**config.mk**
```make
export PLATFORM = sky130hd
export DESIGN_NAME = rgb_pixel_adjust_unit
export DESIGN_NICKNAME = d
export VERILOG_FILES = /design/src/rtl/core/rpa_pkg.sv /design/src/rtl/core/rpa_front.sv /design/src/rtl/core/rpa_gain.sv /design/src/rtl/core/rgb_pixel_adjust_unit.sv
export SDC_FILE = /design/constraint.sdc
export NUM_CORES = 1
export LEC_CHECK = 0
export BUFFER_PORTS_ARGS = -buffer_cell sky130_fd_sc_hd__buf_2
export CAP_MARGIN = 20
export CELL_PAD_IN_SITES_DETAIL_PLACEMENT = 0
export CELL_PAD_IN_SITES_GLOBAL_PLACEMENT = 2
export CORE_MARGIN = 2
export CORE_UTILIZATION = 47
export DETAILED_ROUTE_END_ITERATION = 8
export HOLD_SLACK_MARGIN = 0.06
export PLACE_DENSITY = 0.87
export SYNTH_ARGS = -nofsm -noshare
export SYNTH_HDL_FRONTEND = slang
export SYNTH_SLANG_ARGS = --single-unit
```
**constraint.sdc**
```tcl
create_clock -name clk -period 15.8 [get_ports clk]
set_input_delay 2.37 -clock clk [delete_from_list [all_inputs] [get_ports clk]]
set_output_delay 2.37 -clock clk [all_outputs]
set_load 0.005 [all_outputs]
```
**src/rtl/core/rpa_pkg.sv**
```systemverilog
`default_nettype none
package rpa_pkg;

  localparam int unsigned GAIN_FRAC_BITS = 8;

  localparam int unsigned CFG_IDX_W = 3;
  localparam int unsigned CFG_DATA_W = 11;

  localparam logic [CFG_IDX_W-1:0] CFG_MONO_ENABLE       = 3'd0;
  localparam logic [CFG_IDX_W-1:0] CFG_INVERT_ENABLE     = 3'd1;
  localparam logic [CFG_IDX_W-1:0] CFG_BRIGHTNESS_OFFSET = 3'd2;
  localparam logic [CFG_IDX_W-1:0] CFG_CONTRAST_GAIN     = 3'd3;

  localparam logic [10:0] GAIN_RESET = 11'd256;

  localparam logic [15:0] LUM_WR = 16'd19595;
  localparam logic [15:0] LUM_WG = 16'd38470;
  localparam logic [15:0] LUM_WB = 16'd7471;

  typedef logic [23:0] lum_prod_t;
  typedef logic signed [9:0] chan_sum_t;
  typedef logic [19:0] gain_prod_t;

  typedef struct packed {
    logic [7:0] red_in;
    logic [7:0] green_in;
    logic [7:0] blue_in;
  } rpa_in_t;

  typedef struct packed {
    logic [7:0] red_out;
    logic [7:0] green_out;
    logic [7:0] blue_out;
  } rpa_out_t;

  typedef struct packed {
    logic ld1;
    logic ld2;
    logic ld3;
    logic ld4;
  } rpa_adv_t;

endpackage
`default_nettype wire

```
**src/rtl/core/rpa_front.sv**
```systemverilog
`default_nettype none
module rpa_front
  import rpa_pkg::*;
(
  input  wire logic         clk,
  input  wire rpa_adv_t     adv,
  input  wire rpa_in_t      pix,
  input  wire logic         mono_enable,
  input  wire logic         invert_enable,
  input  wire logic [8:0]   brightness_offset,
  output chan_sum_t         sum_red,
  output chan_sum_t         sum_green,
  output chan_sum_t         sum_blue
);

  lum_prod_t pr_r, pg_r, pb_r;
  rpa_in_t   pix_r;
  chan_sum_t sr_r, sg_r, sb_r;
  chan_sum_t sr_nxt, sg_nxt, sb_nxt;
  lum_prod_t lum_sum;
  logic [7:0] lum;
  logic [7:0] vr, vg, vb;
  logic signed [9:0] bright_ext;

  // stage 1: luminance partial products
  always_ff @(posedge clk) begin
    if (adv.ld1) begin
      pr_r  <= lum_prod_t'(LUM_WR) * lum_prod_t'(pix.red_in);
      pg_r  <= lum_prod_t'(LUM_WG) * lum_prod_t'(pix.green_in);
      pb_r  <= lum_prod_t'(LUM_WB) * lum_prod_t'(pix.blue_in);
      pix_r <= pix;
    end
  end

  // stage 2: mono select, invert, brightness
  always_comb begin
    lum_sum    = pr_r + pg_r + pb_r;
    lum        = lum_sum[23:16];
    vr         = mono_enable ? lum : pix_r.red_in;
    vg         = mono_enable ? lum : pix_r.green_in;
    vb         = mono_enable ? lum : pix_r.blue_in;
    if (invert_enable) begin
      vr = ~vr;
      vg = ~vg;
      vb = ~vb;
    end
    bright_ext = $signed({brightness_offset[8], brightness_offset});
    sr_nxt     = $signed({2'b00, vr}) + bright_ext;
    sg_nxt     = $signed({2'b00, vg}) + bright_ext;
    sb_nxt     = $signed({2'b00, vb}) + bright_ext;
  end

  always_ff @(posedge clk) begin
    if (adv.ld2) begin
      sr_r <= sr_nxt;
      sg_r <= sg_nxt;
      sb_r <= sb_nxt;
    end
  end

  assign sum_red   = sr_r;
  assign sum_green = sg_r;
  assign sum_blue  = sb_r;

endmodule
`default_nettype wire

```
**src/rtl/core/rpa_gain.sv**
```systemverilog
`default_nettype none
module rpa_gain
  import rpa_pkg::*;
(
  input  wire logic       clk,
  input  wire rpa_adv_t   adv,
  input  wire chan_sum_t  chan_sum,
  input  wire logic [10:0] contrast_gain,
  output logic [7:0]      chan_out
);

  gain_prod_t prod_r;
  logic       pos_r;
  logic [7:0] chan_r;
  logic [7:0] chan_nxt;
  gain_prod_t scaled;

  // stage 3: contrast multiply
  always_ff @(posedge clk) begin
    if (adv.ld3) begin
      prod_r <= gain_prod_t'(chan_sum[8:0]) * gain_prod_t'(contrast_gain);
      pos_r  <= (chan_sum > 10'sd0);
    end
  end

  // stage 4: drop fraction bits and clamp
  always_comb begin
    scaled = prod_r >> GAIN_FRAC_BITS;
    if (!pos_r) begin
      chan_nxt = 8'd0;
    end else if (scaled > gain_prod_t'(255)) begin
      chan_nxt = 8'hFF;
    end else begin
      chan_nxt = scaled[7:0];
    end
  end

  always_ff @(posedge clk) begin
    if (adv.ld4) begin
      chan_r <= chan_nxt;
    end
  end

  assign chan_out = chan_r;

endmodule
`default_nettype wire

```
**src/rtl/core/rgb_pixel_adjust_unit.sv**
```systemverilog
// throughput: one item per cycle while out_stall is low, set by the four-stage pipeline
// (luma products, mono/invert/brightness, contrast multiply, clamp)
// reset: synchronous active-low rst_n empties the pipeline and sets
// mono and invert off, brightness 0 and contrast gain 1.0
`default_nettype none
module rgb_pixel_adjust_unit
  import rpa_pkg::*;
(
  input  wire logic                  clk,
  input  wire logic                  rst_n,
  input  wire logic                  in_valid,
  output logic                       in_stall,
  input  wire rpa_in_t               in_data,
  output logic                       out_valid,
  input  wire logic                  out_stall,
  output rpa_out_t                   out_data,
  input  wire logic                  cfg_valid,
  output logic                       cfg_ready,
  input  wire logic [CFG_IDX_W-1:0]  cfg_index,
  input  wire logic [CFG_DATA_W-1:0] cfg_data
);

  logic        mono_r, invert_r;
  logic [8:0]  bright_r;
  logic [10:0] gain_r;
  logic        v1_r, v2_r, v3_r, v4_r;
  logic        rdy1, rdy2, rdy3, rdy4;
  rpa_adv_t    adv;
  chan_sum_t   sum_red, sum_green, sum_blue;

  assign cfg_ready = 1'b1;

  always_ff @(posedge clk) begin
    if (!rst_n) begin
      mono_r   <= 1'b0;
      invert_r <= 1'b0;
      bright_r <= 9'd0;
      gain_r   <= GAIN_RESET;
    end else if (cfg_valid && cfg_ready) begin
      case (cfg_index)
        CFG_MONO_ENABLE:       mono_r   <= cfg_data[0];
        CFG_INVERT_ENABLE:     invert_r <= cfg_data[0];
        CFG_BRIGHTNESS_OFFSET: bright_r <= cfg_data[8:0];
        CFG_CONTRAST_GAIN:     gain_r   <= cfg_data;
        default: ;
      endcase
    end
  end

  assign rdy4 = !v4_r || !out_stall;
  assign rdy3 = !v3_r || rdy4;
  assign rdy2 = !v2_r || rdy3;
  assign rdy1 = !v1_r || rdy2;

  assign adv.ld1 = rdy1;
  assign adv.ld2 = rdy2;
  assign adv.ld3 = rdy3;
  assign adv.ld4 = rdy4;

  always_ff @(posedge clk) begin
    if (!rst_n) begin
      v1_r <= 1'b0;
      v2_r <= 1'b0;
      v3_r <= 1'b0;
      v4_r <= 1'b0;
    end else begin
      if (rdy1) v1_r <= in_valid;
      if (rdy2) v2_r <= v1_r;
      if (rdy3) v3_r <= v2_r;
      if (rdy4) v4_r <= v3_r;
    end
  end

  assign in_stall  = !rdy1;
  assign out_valid = v4_r;

  rpa_front u_front (
    .clk               (clk),
    .adv               (adv),
    .pix               (in_data),
    .mono_enable       (mono_r),
    .invert_enable     (invert_r),
    .brightness_offset (bright_r),
    .sum_red           (sum_red),
    .sum_green         (sum_green),
    .sum_blue          (sum_blue)
  );

  rpa_gain u_gain_red (
    .clk           (clk),
    .adv           (adv),
    .chan_sum      (sum_red),
    .contrast_gain (gain_r),
    .chan_out      (out_data.red_out)
  );

  rpa_gain u_gain_green (
    .clk           (clk),
    .adv           (adv),
    .chan_sum      (sum_green),
    .contrast_gain (gain_r),
    .chan_out      (out_data.green_out)
  );

  rpa_gain u_gain_blue (
    .clk           (clk),
    .adv           (adv),
    .chan_sum      (sum_blue),
    .contrast_gain (gain_r),
    .chan_out      (out_data.blue_out)
  );

endmodule
`default_nettype wire

```
Word-level counts from Yosys, hierarchy flattened
Index checks and enable logic that the tools add are counted.
W data, S select, Z words.
- flip-flop bits (word level): 234
- output and inout bits: 27
- logic and storage cells: 73
- add/subtract/negate cells: 5
- multipliers: 6
- order comparisons: 6
- equality and inequality tests: 3
- muxes and demuxes: 9
- bitwise gates (word level): 3
- reduce and logical (&&, ||, !) cells: 15
- operators with widths (kind ; number):
    $mux W8 ; 9
    $mul A9 B12 Y20 ; 3
    $mul A15 B8 Y23 const A ; 2
    $gt A12 B8 Y1 const B ; 3
    $add A9 B9 Y10 ; 3
    $gt A10 B1 Y1 const B ; 3
    $add A23 B24 Y24 ; 1
    $add A24 B21 Y24 ; 1
    $not A8 Y8 ; 3
    $mul A13 B8 Y21 const A ; 1
    $reduce_and A2 Y1 ; 4
    $eq A3 B2 Y1 const B ; 2
    $logic_not A1 Y1 ; 6
    $logic_or A1 B1 Y1 ; 4
    $eq A3 B1 Y1 const B ; 1
    $logic_not A3 Y1 ; 1

Depth between registers and ports, before layout
Gate-level depths: netlist of the first run.
- depth after elaboration: 6
- depth in mapped cells: 23
- gate-level depth less buffers: 23

Cells and area by module
Synthesis of the first run repeated with hierarchy kept, for this count alone.
- cell total of the unflattened synthesis: 2336
- area total of the unflattened synthesis: 24519.8 um^2
- modules (own cells, without submodules) (module ; instances ; cells an instance ; area each (um^2) ; sequential area each (um^2)):
    rpa_front ; 1 ; 1040 ; 11548.6 ; 3543.4
    rpa_gain at u_gain_green ... ; 2 ; 391 ; 3945.0 ; 630.6
    rpa_gain at u_gain_blue ; 1 ; 404 ; 4023.9 ; 630.6
    rgb_pixel_adjust_unit ; 1 ; 110 ; 1057.3 ; 520.5

Least setup slack after synthesis of the first run
No wires, ideal clock.
- kind: input to output
- start: in out_stall
- end: out in_stall
- data arrival time: 5139 ps
- required time: 13430 ps
- slack: 8291 ps
- cell stages on the path: 3
- path buffers: 0
- cells stage by stage: and3_1 -> nand3_1 -> inv_1
- cells in the longest elaborated chain, start to end: 6
- ends and longest elaborated chain (what ; line ; text):
    start: declaration ; rgb_pixel_adjust_unit.sv:15 ; input wire logic out_stall,
    $logic_not A1 Y1 ; rgb_pixel_adjust_unit.sv:50 ; assign rdy4 = !v4_r || !out_stall;
    $logic_or A1 B1 Y1 ; rgb_pixel_adjust_unit.sv:50 ;
    $logic_or A1 B1 Y1 ; rgb_pixel_adjust_unit.sv:51 ; assign rdy3 = !v3_r || rdy4;
    $logic_or A1 B1 Y1 ; rgb_pixel_adjust_unit.sv:52 ; assign rdy2 = !v2_r || rdy3;
    $logic_or A1 B1 Y1 ; rgb_pixel_adjust_unit.sv:53 ; assign rdy1 = !v1_r || rdy2;
    $logic_not A1 Y1 ; rgb_pixel_adjust_unit.sv:74 ; assign in_stall = !rdy1;
    end: declaration ; rgb_pixel_adjust_unit.sv:12 ; output logic in_stall,
Every way passes these cells.

Worst setup path after layout of the first run
- start: in in_data[6] in the netlist's numbering
- end: reg u_front.pb_r[20], data pin
- cells in the longest elaborated chain, start to end: 1
- ends and longest elaborated chain (what ; line ; text):
    start: declaration ; rgb_pixel_adjust_unit.sv:13 ; input wire rpa_in_t in_data,
    $mul A13 B8 Y21 ; rpa_front.sv:30 ; pb_r <= lum_prod_t'(LUM_WB) * lum_prod_t'(pix.blue_in);
    end signal: assignment ; rpa_front.sv:30 ;
    end: declaration ; rpa_front.sv:16 ; lum_prod_t pr_r, pg_r, pb_r;
Every way passes these cells.
A chain may end at the register's enable or synchronous reset.

==> results.ini, run 1 <==
[floorplan]
die_w_um=230
die_h_um=230
fp.coreArea_mm2=0.0503
ioPinCount=70
initial_core_util_pct=47.8
dieArea_mm2=0.0529
rows=82

[placed_design]
hpwl_um=40700
place_ws_ns=9.00
gp_congestion=0.850
port_buffers=68
post_dp_cell_area_mm2=0.0250

[clock_network]
clock_latency_ns=0.56
hold_buffers=0
path_clk_slew_ns=0.06
cts_tree=yes
postCtsSetupBuffers=0
post_cts_resized=0
cts_made_buffers=26
clockRootBuffer=clkbuf_16
htree_levels=1
clock_path_buffers=3
cts.sinks=207

[synth]
ys_warn_count=0
synthAdderAreaFrac_pct=42.5
synth_xor_area_share_pct=5.11
synth_top_family_by_area=adder cells
synth_fp_nets=3047
synth_simple_gate_area_share_pct=11.8
synth_compound_gate_area_share_pct=7.89
synth_cell_types=67
synth_edf_count=181
ys_seq_elements=207
ys_seq_area_share_pct=24.8
syn_inst=2353
syn_area_mm2=0.0240
synthArstFlopShare_pct=0
synthMuxAreaShare_pct=0.208
synth_ff_type=edfxtp_1
synth_area_per_cell_um2=10.2

[detailed_routing]
wl_per_cell_um=16.4
vias_per_cell=5.11
ant_nets=0
wl_um=50400
dr.pass1.iters=5
vias=15743
drtIter0Drc=598
drc=0

[global_routing]
overflow=0
grt_pass1_vias=16458
track_usage_pct=20.0
antenna_found_initial=0
grt_start_max_net_pins=90
grt_pass1_wl_um=84900

[power]
power_w=0.00308
power_density_mw_per_mm2=119
vdd_drop_max_v=0.0000895
power_leakage_nw=12.8

[final_layout]
fin_area_mm2=0.0259
layout-area-overhead-vs-synth_pct=7.80
n_antenna_cell=0
nNetsFinal=3080
multiInputGateArea_mm2=0.0162
fillers=4648
regArea_mm2=0.00596
drive_gt1_share_pct=6.11

[sta]
setup_tns_ns=0
relSlewSlack_pct=43.0
min_period_ns=6.25
grt_setup_unrepaired=false
max_freq_mhz=160
drv_slew=0
tightestPinTransition_ns=0.854
setup_violations=0
finalCritPeriodShare_pct=39.5
setup_ws_ns=9.55
fin_skew_ns=0.0221
final-hold-violation-count=0
holdWs_ns=0.489

[critical_path]
crit_arrival_ns=6.56
start_kind=input pin
path_class=in2reg
crit_path_max_fanout=9
end_kind=flop
required_ns=16.11

[hold_path]
hp-class=reg2reg

[outcome]
status=finished, final reports clean

[job]
max-cap-violations=0

## cell type report
cell class / count / share of cell area (%)
Clock buffer: 34 / 2.71
Clock inverter: 14 / 0.440
Inverter: 412 / 5.98
Multi-Input combinational cell: 1654 / 62.6
Sequential cell: 207 / 23.0
Tap cell: 672 / 3.25
Timing Repair Buffer: 85 / 1.96
## metrics by stage
stage | cells | util [%]
2_1_floorplan | 2353 | -
3_3_place_gp | 3028 | 49.7
3_5_place_dp | 3028 | 49.7
4_1_cts | 3076 | 51.4
5_1_grt | 3078 | 51.5
6_report | 3078 | 51.5
## metal layers
layer / global-route usage, % / routed length [um] / vias to the layer above
li1: - / - / 7737
met1: 27.3 / 23100 / 7725
met2: 33.8 / 24200 / 211
met3: 1.88 / 1580 / 70
met4: 5.97 / 1490 / 0
met5: 0 / 0 / -
## worst max-delay path: stages
cell and delay [ns]:
buf_2 0.22, fa_1 0.54, fa_1 0.57, inv_1 0.06, fa_1 0.54, inv_1 0.06, fa_1 0.47, ha_1 0.32
o21ai_0 0.12, o21a_1 0.21, o311ai_1 0.54, a211o_1 0.21, a31o_2 0.14, a21oi_1 0.07, xnor2_1 0.12
## cells in the final DEF (no fill, tap or decap), types with 5 or more instances in the layout
cell type | Yosys | layout
and3_1 | 13 | 13
o21a_1 | 45 | 45
edfxtp_1 | 181 | 181
a41oi_1 | 5 | 5
nor2_1 | 70 | 70
nor3b_1 | 6 | 6
o21ai_1 | 15 | 15
a31oi_1 | 12 | 12
fa_1 | 274 | 274
clkbuf_16 | 0 | 26
inv_1 | 412 | 411
clkbuf_1 | 74 | 6
or2_2 | 6 | 6
nand2_1 | 239 | 239
nor4_1 | 6 | 6
or3_1 | 9 | 9
a21oi_1 | 74 | 74
nor2b_1 | 36 | 36
buf_2 | 1 | 68
ha_1 | 377 | 377
a21o_1 | 24 | 24
a21boi_0 | 20 | 20
o21ai_0 | 31 | 31
buf_4 | 1 | 15
nor3_1 | 22 | 22
a211oi_1 | 5 | 5
dfxtp_1 | 26 | 25
xnor2_1 | 107 | 107
nand3_1 | 15 | 14
clkinv_2 | 0 | 5
o21bai_1 | 10 | 10
xor2_1 | 33 | 33
nand2b_1 | 27 | 27
and2_1 | 107 | 107
mux2i_1 | 5 | 5
## cell families after synthesis
| family | after synthesis |
|---|---|
| buf+inv | 492 |
| other cells | 1 |
| flops | 207 |
| mux | 5 |
| xor+xnor | 140 |
| simple gates | 575 |
| fa+ha+maj | 651 |
| compound gates | 282 |
## state kept, by name, summed over array words and instances, names as in the netlist, 11 cells and up
name,count
u_gain_red.prod_r,12
u_front.pb_r,20
gain_r,11
u_front.pix_r,24
u_gain_green.prod_r,12
u_front.pg_r,22
u_front.pr_r,22
u_gain_blue.prod_r,12
## power by group
| part | leakage (nW) | internal (W) | switching, W |
|---|---|---|---|
| combinational | 10.2 | 0.000716 | 0.000845 |
| sequential | 2.14 | 0.000818 | 0.000129 |
| clock | 0.392 | 0.000329 | 0.000241 |
| total | 12.8 | 0.00186 | 0.00121 |
## worst paths after layout
path	start	end	slack, ns	cells after the start
hold / removal	v3_r	out_valid	0.49	2
setup reg to reg	u_front.sum_green[8]	u_gain_green.prod_r[19]	9.82	16
setup / recovery	in_data[6]	u_front.pb_r[20]	9.55	15
hold reg to reg	v3_r	out_valid	0.49	2
## Yosys cell counts (9+ instances only)
cell        n  area (um^2)
a21boi_0   20          150
ha_1      377         4720
xor2_1     33          289
nand3_1    15         75.1
or3_1       9         56.3
and3_1     13         81.3
nor3_1     22          110
nor2_1     70          263
clkbuf_1   74          278
dfxtp_1    26          521
inv_1     412         1550
nand2_1   239          897
a31oi_1    12         75.1
and2_1    107          669
o21a_1     45          338
o21ai_0    31          155
o21ai_1    15         75.1
a21oi_1    74          370
nor2b_1    36          225
edfxtp_1  181         5440
xnor2_1   107          937
a21o_1     24          180
o21bai_1   10         75.1
fa_1      274         5490
nand2b_1   27          169
(Power assumes the default switching activity.)
==> run 2: changes to the inputs <==
- CORE_UTILIZATION: 47 -> 43
- PLACE_DENSITY: 0.87 -> 0.8
- clock period: 15.8 -> 6.1 ns (I/O delays scaled with it)
==> run 2 against run 1 <==
Worst setup slack lost 9.1 ns. Non-clock buffer count grew 12. Total power grew to 2.6 times the previous value. Sequential share of layout area shrank 0.10 points. Clock skew grew 0.0015 ns. Routed wire length grew 4.4%. Critical path depth grew 4. Utilization shrank 4.3 points.
==> results.ini, run 2 (synthesized netlist as in run 1, its figures left out) <==
[outcome]
status=finished, final reports clean

[final_layout]
largest_reg_flops=24  ; unchanged
drive_gt1_share_pct=6.50  ; +0.39 points
n_antenna_cell=0  ; unchanged
regArea_mm2=0.00596  ; unchanged
final_common_cell=inv_1
fin_area_mm2=0.0260  ; +0.45%
fillers=5267  ; +13%
stdcell_count=3163  ; +2.8%
multiInputGateArea_mm2=0.0162  ; about the same
nNetsFinal=3091  ; +0.36%
layout-area-overhead-vs-synth_pct=8.28
top_register=u_front.pix_r
top_regs=u_front.pix_r (24), u_front.pg_r (22), u_front.pr_r (22)
final_cell_mix=411 x inv_1, 377 x ha_1, 274 x fa_1, 239 x nand2_1, 181 x edfxtp_1

[floorplan]
fp.coreArea_mm2=0.0551  ; +9.6%
dieArea_mm2=0.0577  ; +9.1%
initial_core_util_pct=43.6  ; -4.2 points
die_h_um=240  ; +4.5%
rows=86  ; +4.9%
die_w_um=240  ; +4.5%
ioPinCount=70  ; unchanged

[global_routing]
antenna_found_initial=0  ; unchanged
track_usage_pct=19.1  ; -0.85 points
grt_pass1_vias=16424  ; -0.21%
grt_start_max_net_pins=80  ; -11%
grt_pass1_wl_um=86300  ; +1.7%
overflow=0  ; unchanged

[clock_network]
hold_buffers=0  ; unchanged
clock_path_buffers=3  ; unchanged
cts.sinks=207  ; unchanged
htree_levels=1  ; unchanged
cts_made_buffers=25  ; -3.8%
path_clk_slew_ns=0.06  ; about the same
cts_tree=yes
clock_latency_ns=0.56  ; about the same
postCtsSetupBuffers=0  ; unchanged
clockRootBuffer=clkbuf_16

[detailed_routing]
dr.pass1.iters=5  ; unchanged
wl_met1_um=23800  ; +3.0%
wl_met2_um=26200  ; +8.0%
vias_per_cell=4.92  ; -3.8%
drc=0  ; unchanged
ant_nets=0  ; unchanged
met3_length_um=1630  ; +3.0%
drtIter0Drc=725  ; +21%
vias=15570  ; -1.1%
top_layer_used=met4
wl_per_cell_um=16.6  ; +1.6%
wl_um=52600  ; +4.4%

[sta]
setup_tns_ns=0  ; unchanged
tightestPinTransition_ns=0.994  ; +0.140 ns
max_freq_mhz=178
fin_skew_ns=0.0236  ; +0.00151 ns
relSlewSlack_pct=33.7  ; -9.3 points
final-hold-violation-count=0  ; unchanged
drv_slew=0  ; unchanged
grt_setup_unrepaired=false
setup_violations=0  ; unchanged
min_period_ns=5.62
finalCritPeriodShare_pct=92.1

[critical_path]
start_kind=flop
path_class=reg2reg
reg2reg_depth=19  ; +3
required_ns=6.40  ; -9.71 ns
cp-startpoint=gain_r[5]
crit_path_max_fanout=20  ; +11
r2r_start=gain_r[5]
end_kind=flop
crit_arrival_ns=5.92  ; -0.64 ns

[placed_design]
hpwl_um=43200  ; +6.2%
dp.cells=3118  ; +3.0%
gp_congestion=0.843  ; -0.84%
port_buffers=68  ; unchanged
post_dp_cell_area_mm2=0.0252  ; +0.85%

[hold_path]
min_path_cells=2  ; unchanged
hp-class=reg2reg
hold_start=v3_r

[power]
vdd_drop_max_v=0.000216  ; +140%
power_density_mw_per_mm2=306  ; +160%
power_leakage_nw=12.8  ; +0.29%

[job]
max-cap-violations=0  ; unchanged

-- run 2: changes by cell type in the layout (fill, tap and decap cells not counted), sizes merged --
cell	before	now
clkbuf	34	35
bufinv	1	0
clkinv	10	7
inv	412	414
buf	85	97
clkinvlp	3	1
-- run 2: worst max-delay path: stages (launching register included) --
cell	delay [ns]
dfxtp_1	0.52
buf_4	0.34
nand2_1	0.11
fa_1	0.52
inv_1	0.06
fa_1	0.50
inv_1	0.06
fa_1	0.42
inv_1	0.08
fa_1	0.43
fa_1	0.39
ha_1	0.35
a21oi_1	0.14
nor2_1	0.05
o21a_1	0.18
a211o_1	0.33
a2111oi_2	0.42
o31ai_1	0.17
a21oi_1	0.19
xnor2_1	0.07
-- run 2: power by group --
part | internal, W | switching, W
sequential | 0.00212 | 0.000312
combinational | 0.00187 | 0.00226
clock | 0.000799 | 0.000599
total | 0.00479 | 0.00317
-- run 2: layer usage --
layer	up-vias	track usage, %
li1	7740	-
met1	7620	24.8
met2	165	34.0
met3	45	2.34
met4	0	4.39
met5	-	0
-- run 2: area by class of cell --
cell class              instances  area share, %
well taps                     748           3.60
inverters                     412           5.95
multi-input cells            1654           62.4
clock inverters                10          0.274
flip-flops and latches        207           22.9
repair buffers                 97           2.19
clock buffers                  35           2.67
-- run 2: repair_timing --
item                                    CTS  global route
gates resized for setup                   0             1
endpoints found under the setup margin    0             1
hold endpoints to repair                  0             0
-- run 2: worst paths after layout --
path / endpoint / slack, ns
setup reg to reg: u_gain_red.prod_r[19] / 0.48
setup / recovery: u_gain_red.prod_r[19] / 0.48
hold / removal: out_valid / 0.48
hold reg to reg: out_valid / 0.48
-- run 2: through the flow --
stage	hold slack, ns	util [%]	setup WS [ns]	power, W
3_3_place_gp	0.462	45.8	0.431	0.00659
4_1_cts	0.486	47.2	0.319	0.00808
5_1_grt	0.533	47.2	0.146	0.00874
3_5_place_dp	0.471	45.8	0.307	0.00661
2_1_floorplan	0.451	-	0.592	0.00551
6_report	0.481	47.2	0.479	0.00796
==> run 3: changes to the inputs <==
- ABC_AREA: not set -> 1
- CORE_UTILIZATION: 43 -> 41
- PLACE_DENSITY: 0.8 -> 0.81
==> run 3 against run 2 <==
Clock power grew 24%. Count of clock-buffer cells in the layout shrank 4. Sequential share of layout area shrank 1.5 points. Combinational power grew 46%. Via count grew 21%. Critical path depth shrank 4. First-iteration DRC count grew 12%. Global-route usage grew 1.8 points. Final cell count grew 22%. Worst hold slack lost 0.018 ns. Die area grew 12%. Utilization shrank 2.1 points. Highest routed layer unchanged.
==> results.ini, run 3 <==
[final_layout]
multiInputGateArea_mm2=0.0169  ; +4.5%
largest_reg_flops=24  ; unchanged
final_cell_mix=652 x nand2_1, 636 x inv_1, 377 x ha_1, 274 x fa_1, 181 x edfxtp_1
top_regs=u_front.pix_r (24), u_front.pg_r (22), u_front.pr_r (22)
stdcell_count=3860  ; +22%
regArea_mm2=0.00596  ; about the same
nNetsFinal=3697  ; +20%
final_common_cell=nand2_1
drive_gt1_share_pct=6.48  ; -0.017 points
layout-area-overhead-vs-synth_pct=8.51
top_register=u_front.pix_r
n_antenna_cell=0  ; unchanged
fillers=6181  ; +17%
fin_area_mm2=0.0278  ; +6.9%

[clock_network]
post_cts_resized=0  ; unchanged
postCtsSetupBuffers=0  ; unchanged
clock_latency_ns=0.57  ; about the same
cts_tree=yes
path_clk_slew_ns=0.06  ; about the same
hold_buffers=0  ; unchanged
clockRootBuffer=clkbuf_16
clock_path_buffers=3  ; unchanged
cts.sinks=207  ; unchanged
cts_made_buffers=26  ; +4.0%
htree_levels=1  ; unchanged

[sta]
setup_violations=0  ; unchanged
grt_setup_unrepaired=false
drv_slew=0  ; unchanged
finalCritPeriodShare_pct=84.9  ; -7.3 points
setup_tns_ns=0  ; unchanged
relSlewSlack_pct=41.1  ; +7.3 points
fin_skew_ns=0.0191  ; -0.00444 ns
final-hold-violation-count=0  ; unchanged
max_freq_mhz=193  ; +8.5%
tightestPinTransition_ns=0.883  ; -0.111 ns
min_period_ns=5.18  ; -0.443 ns
setup_ws_ns=0.922  ; +0.443 ns
holdWs_ns=0.463  ; -0.0180 ns

[synth]
synth_edf_count=181  ; unchanged
synth_top_cell_area_share_pct=21.4  ; -1.4 points
synth.area.top_cells=fa_1 21%, edfxtp_1 21%, ha_1 18%
ys_seq_area_share_pct=23.2  ; -1.6 points
syn_inst=2964  ; +26%
synth_cell_types=50  ; -25%
ys_warn_count=0  ; unchanged
yosys.area.top_type=fa_1
yosysMostFrequentCell=nand2_1
synth_ff_type=edfxtp_1
synth_fp_nets=3658  ; +20%
synth_area_per_cell_um2=8.64  ; -15%
synthTopCellsByCount=652 x nand2_1, 638 x inv_1, 377 x ha_1
ys_seq_elements=207  ; unchanged
syn_area_mm2=0.0256  ; +6.7%
synthArstFlopShare_pct=0  ; unchanged

[critical_path]
end_kind=flop
path_cells=nand2_1 -> fa_1 -> fa_1 -> inv_1 -> fa_1 -> fa_1 -> fa_1 -> ha_1 -> a21oi_1 -> o21ai_0 -> a21o_1 -> nand2_1 -> nand2_1 -> nand2_1 -> nand2_1
cpPeakStageDelay_ns=0.90  ; +0.38 ns
crit_family=adder cells
crit_arrival_ns=5.49  ; -0.43 ns
crit_path_max_fanout=19  ; -5.0%
start_kind=flop
cp_num_buf_inv=1  ; -3
slowest_stage=dfxtp_1
path_class=reg2reg
required_ns=6.41  ; about the same

[floorplan]
die_h_um=254  ; +5.7%
rows=91  ; +5.8%
initial_core_util_pct=41.5  ; -2.1 points
dieArea_mm2=0.0645  ; +12%
ioPinCount=70  ; unchanged
die_w_um=254  ; +5.7%
fp.coreArea_mm2=0.0617  ; +12%

[global_routing]
grt_pass1_wl_um=106000  ; +23%
grt_pass1_vias=20389  ; +24%
antenna_found_initial=0  ; unchanged
overflow=0  ; unchanged
grt_start_max_net_pins=53  ; -34%
track_usage_pct=20.9  ; +1.8 points

[detailed_routing]
ant_nets=0  ; unchanged
vias_per_cell=4.89  ; -0.64%
drc=0  ; unchanged
wl_um=64300  ; +22%
drtIter0Drc=809  ; +12%
dr.pass1.iters=5  ; unchanged
vias=18879  ; +21%
wl_per_cell_um=16.6  ; about the same

[placed_design]
hpwl_um=53800  ; +24%
gp_congestion=0.880  ; +4.4%
port_buffers=68  ; unchanged
dp.cells=3812  ; +22%
post_dp_cell_area_mm2=0.0268  ; +6.4%
place_ws_ns=0.911  ; +0.604 ns

[power]
power_density_mw_per_mm2=374  ; +22%
power_leakage_nw=14.9  ; +16%
vdd_drop_max_v=0.000196  ; -9.3%

[job]
max-cap-violations=0  ; unchanged

[outcome]
status=finished, final reports clean

[hold_path]
hp-class=reg2reg

[run 3: changes by cell type in the layout (fill, tap and decap cells not counted), moves of 41 or more]
cell     change
nand2_1    +413
inv_1      +225
and2_1     -102
nand3_1     +85
xnor2_1     -79
o21ai_0     +67
a21oi_1     +56
nor2_1      +56
o21a_1      -42
xor2_1      +41
[run 3: logic make-up after synthesis]
logic type | share of synthesized area [%]
fa+ha+maj | 39.8
compound gates | 6.57
xor+xnor | 3.49
buf+inv | 10.6
other cells | 0.0146
simple gates | 16.3
flops | 23.2
[run 3: path summary, 6_finish.rpt]
kind	start	to	slack (ns)	depth (start not counted)
worst max-delay path	gain_r[1]	u_gain_green.prod_r[19]	0.92	15
worst max register to register	gain_r[1]	u_gain_green.prod_r[19]	0.92	15
worst min-delay path	v1_r	v2_r	0.46	2
worst min register to register	v1_r	v2_r	0.46	2
[run 3: routing by layer]
| metal | part of all wire, % | track usage (%) | up-vias |
|---|---|---|---|
| met3 | 2.3 | 1.64 | 83 |
| met2 | 52 | 39.2 | 242 |
| li1 | - | - | 9440 |
| met4 | 3.6 | 7.24 | 0 |
| met1 | 42 | 25.1 | 9114 |
| met5 | 0 | 0 | - |
[run 3: worst reg2reg max path: stages (launching register included)]
cell and delay (ns):
dfxtp_1 0.90, nand2_1 0.20, fa_1 0.55, fa_1 0.55, inv_1 0.06, fa_1 0.52, fa_1 0.58, fa_1 0.44
ha_1 0.38, a21oi_1 0.21, o21ai_0 0.10, a21o_1 0.21, nand2_1 0.09, nand2_1 0.05, nand2_1 0.06, nand2_1 0.04
[run 3: final cells by class]
type / instances / area share, %
clock buffers: 31 / 2.71
flip-flops and latches: 207 / 21.4
clock inverters: 17 / 0.765
repair buffers: 87 / 1.74
multi-input cells: 2042 / 61.0
well taps: 837 / 3.77
inverters: 639 / 8.63
[run 3: metrics by stage]
| stage | power (W) | utilization, % |
|---|---|---|
| global route | 0.0116 | 45.0 |
| global placement | 0.00873 | 43.5 |
| CTS | 0.0106 | 45.0 |
| floorplan | 0.00701 | - |
| detailed placement | 0.00873 | 43.5 |
| finish | 0.0104 | 45.0 |
[run 3: power by group]
part	switching [W]	internal, W
clock	0.000675	0.00106
combinational	0.00378	0.00227
sequential	0.000429	0.00218
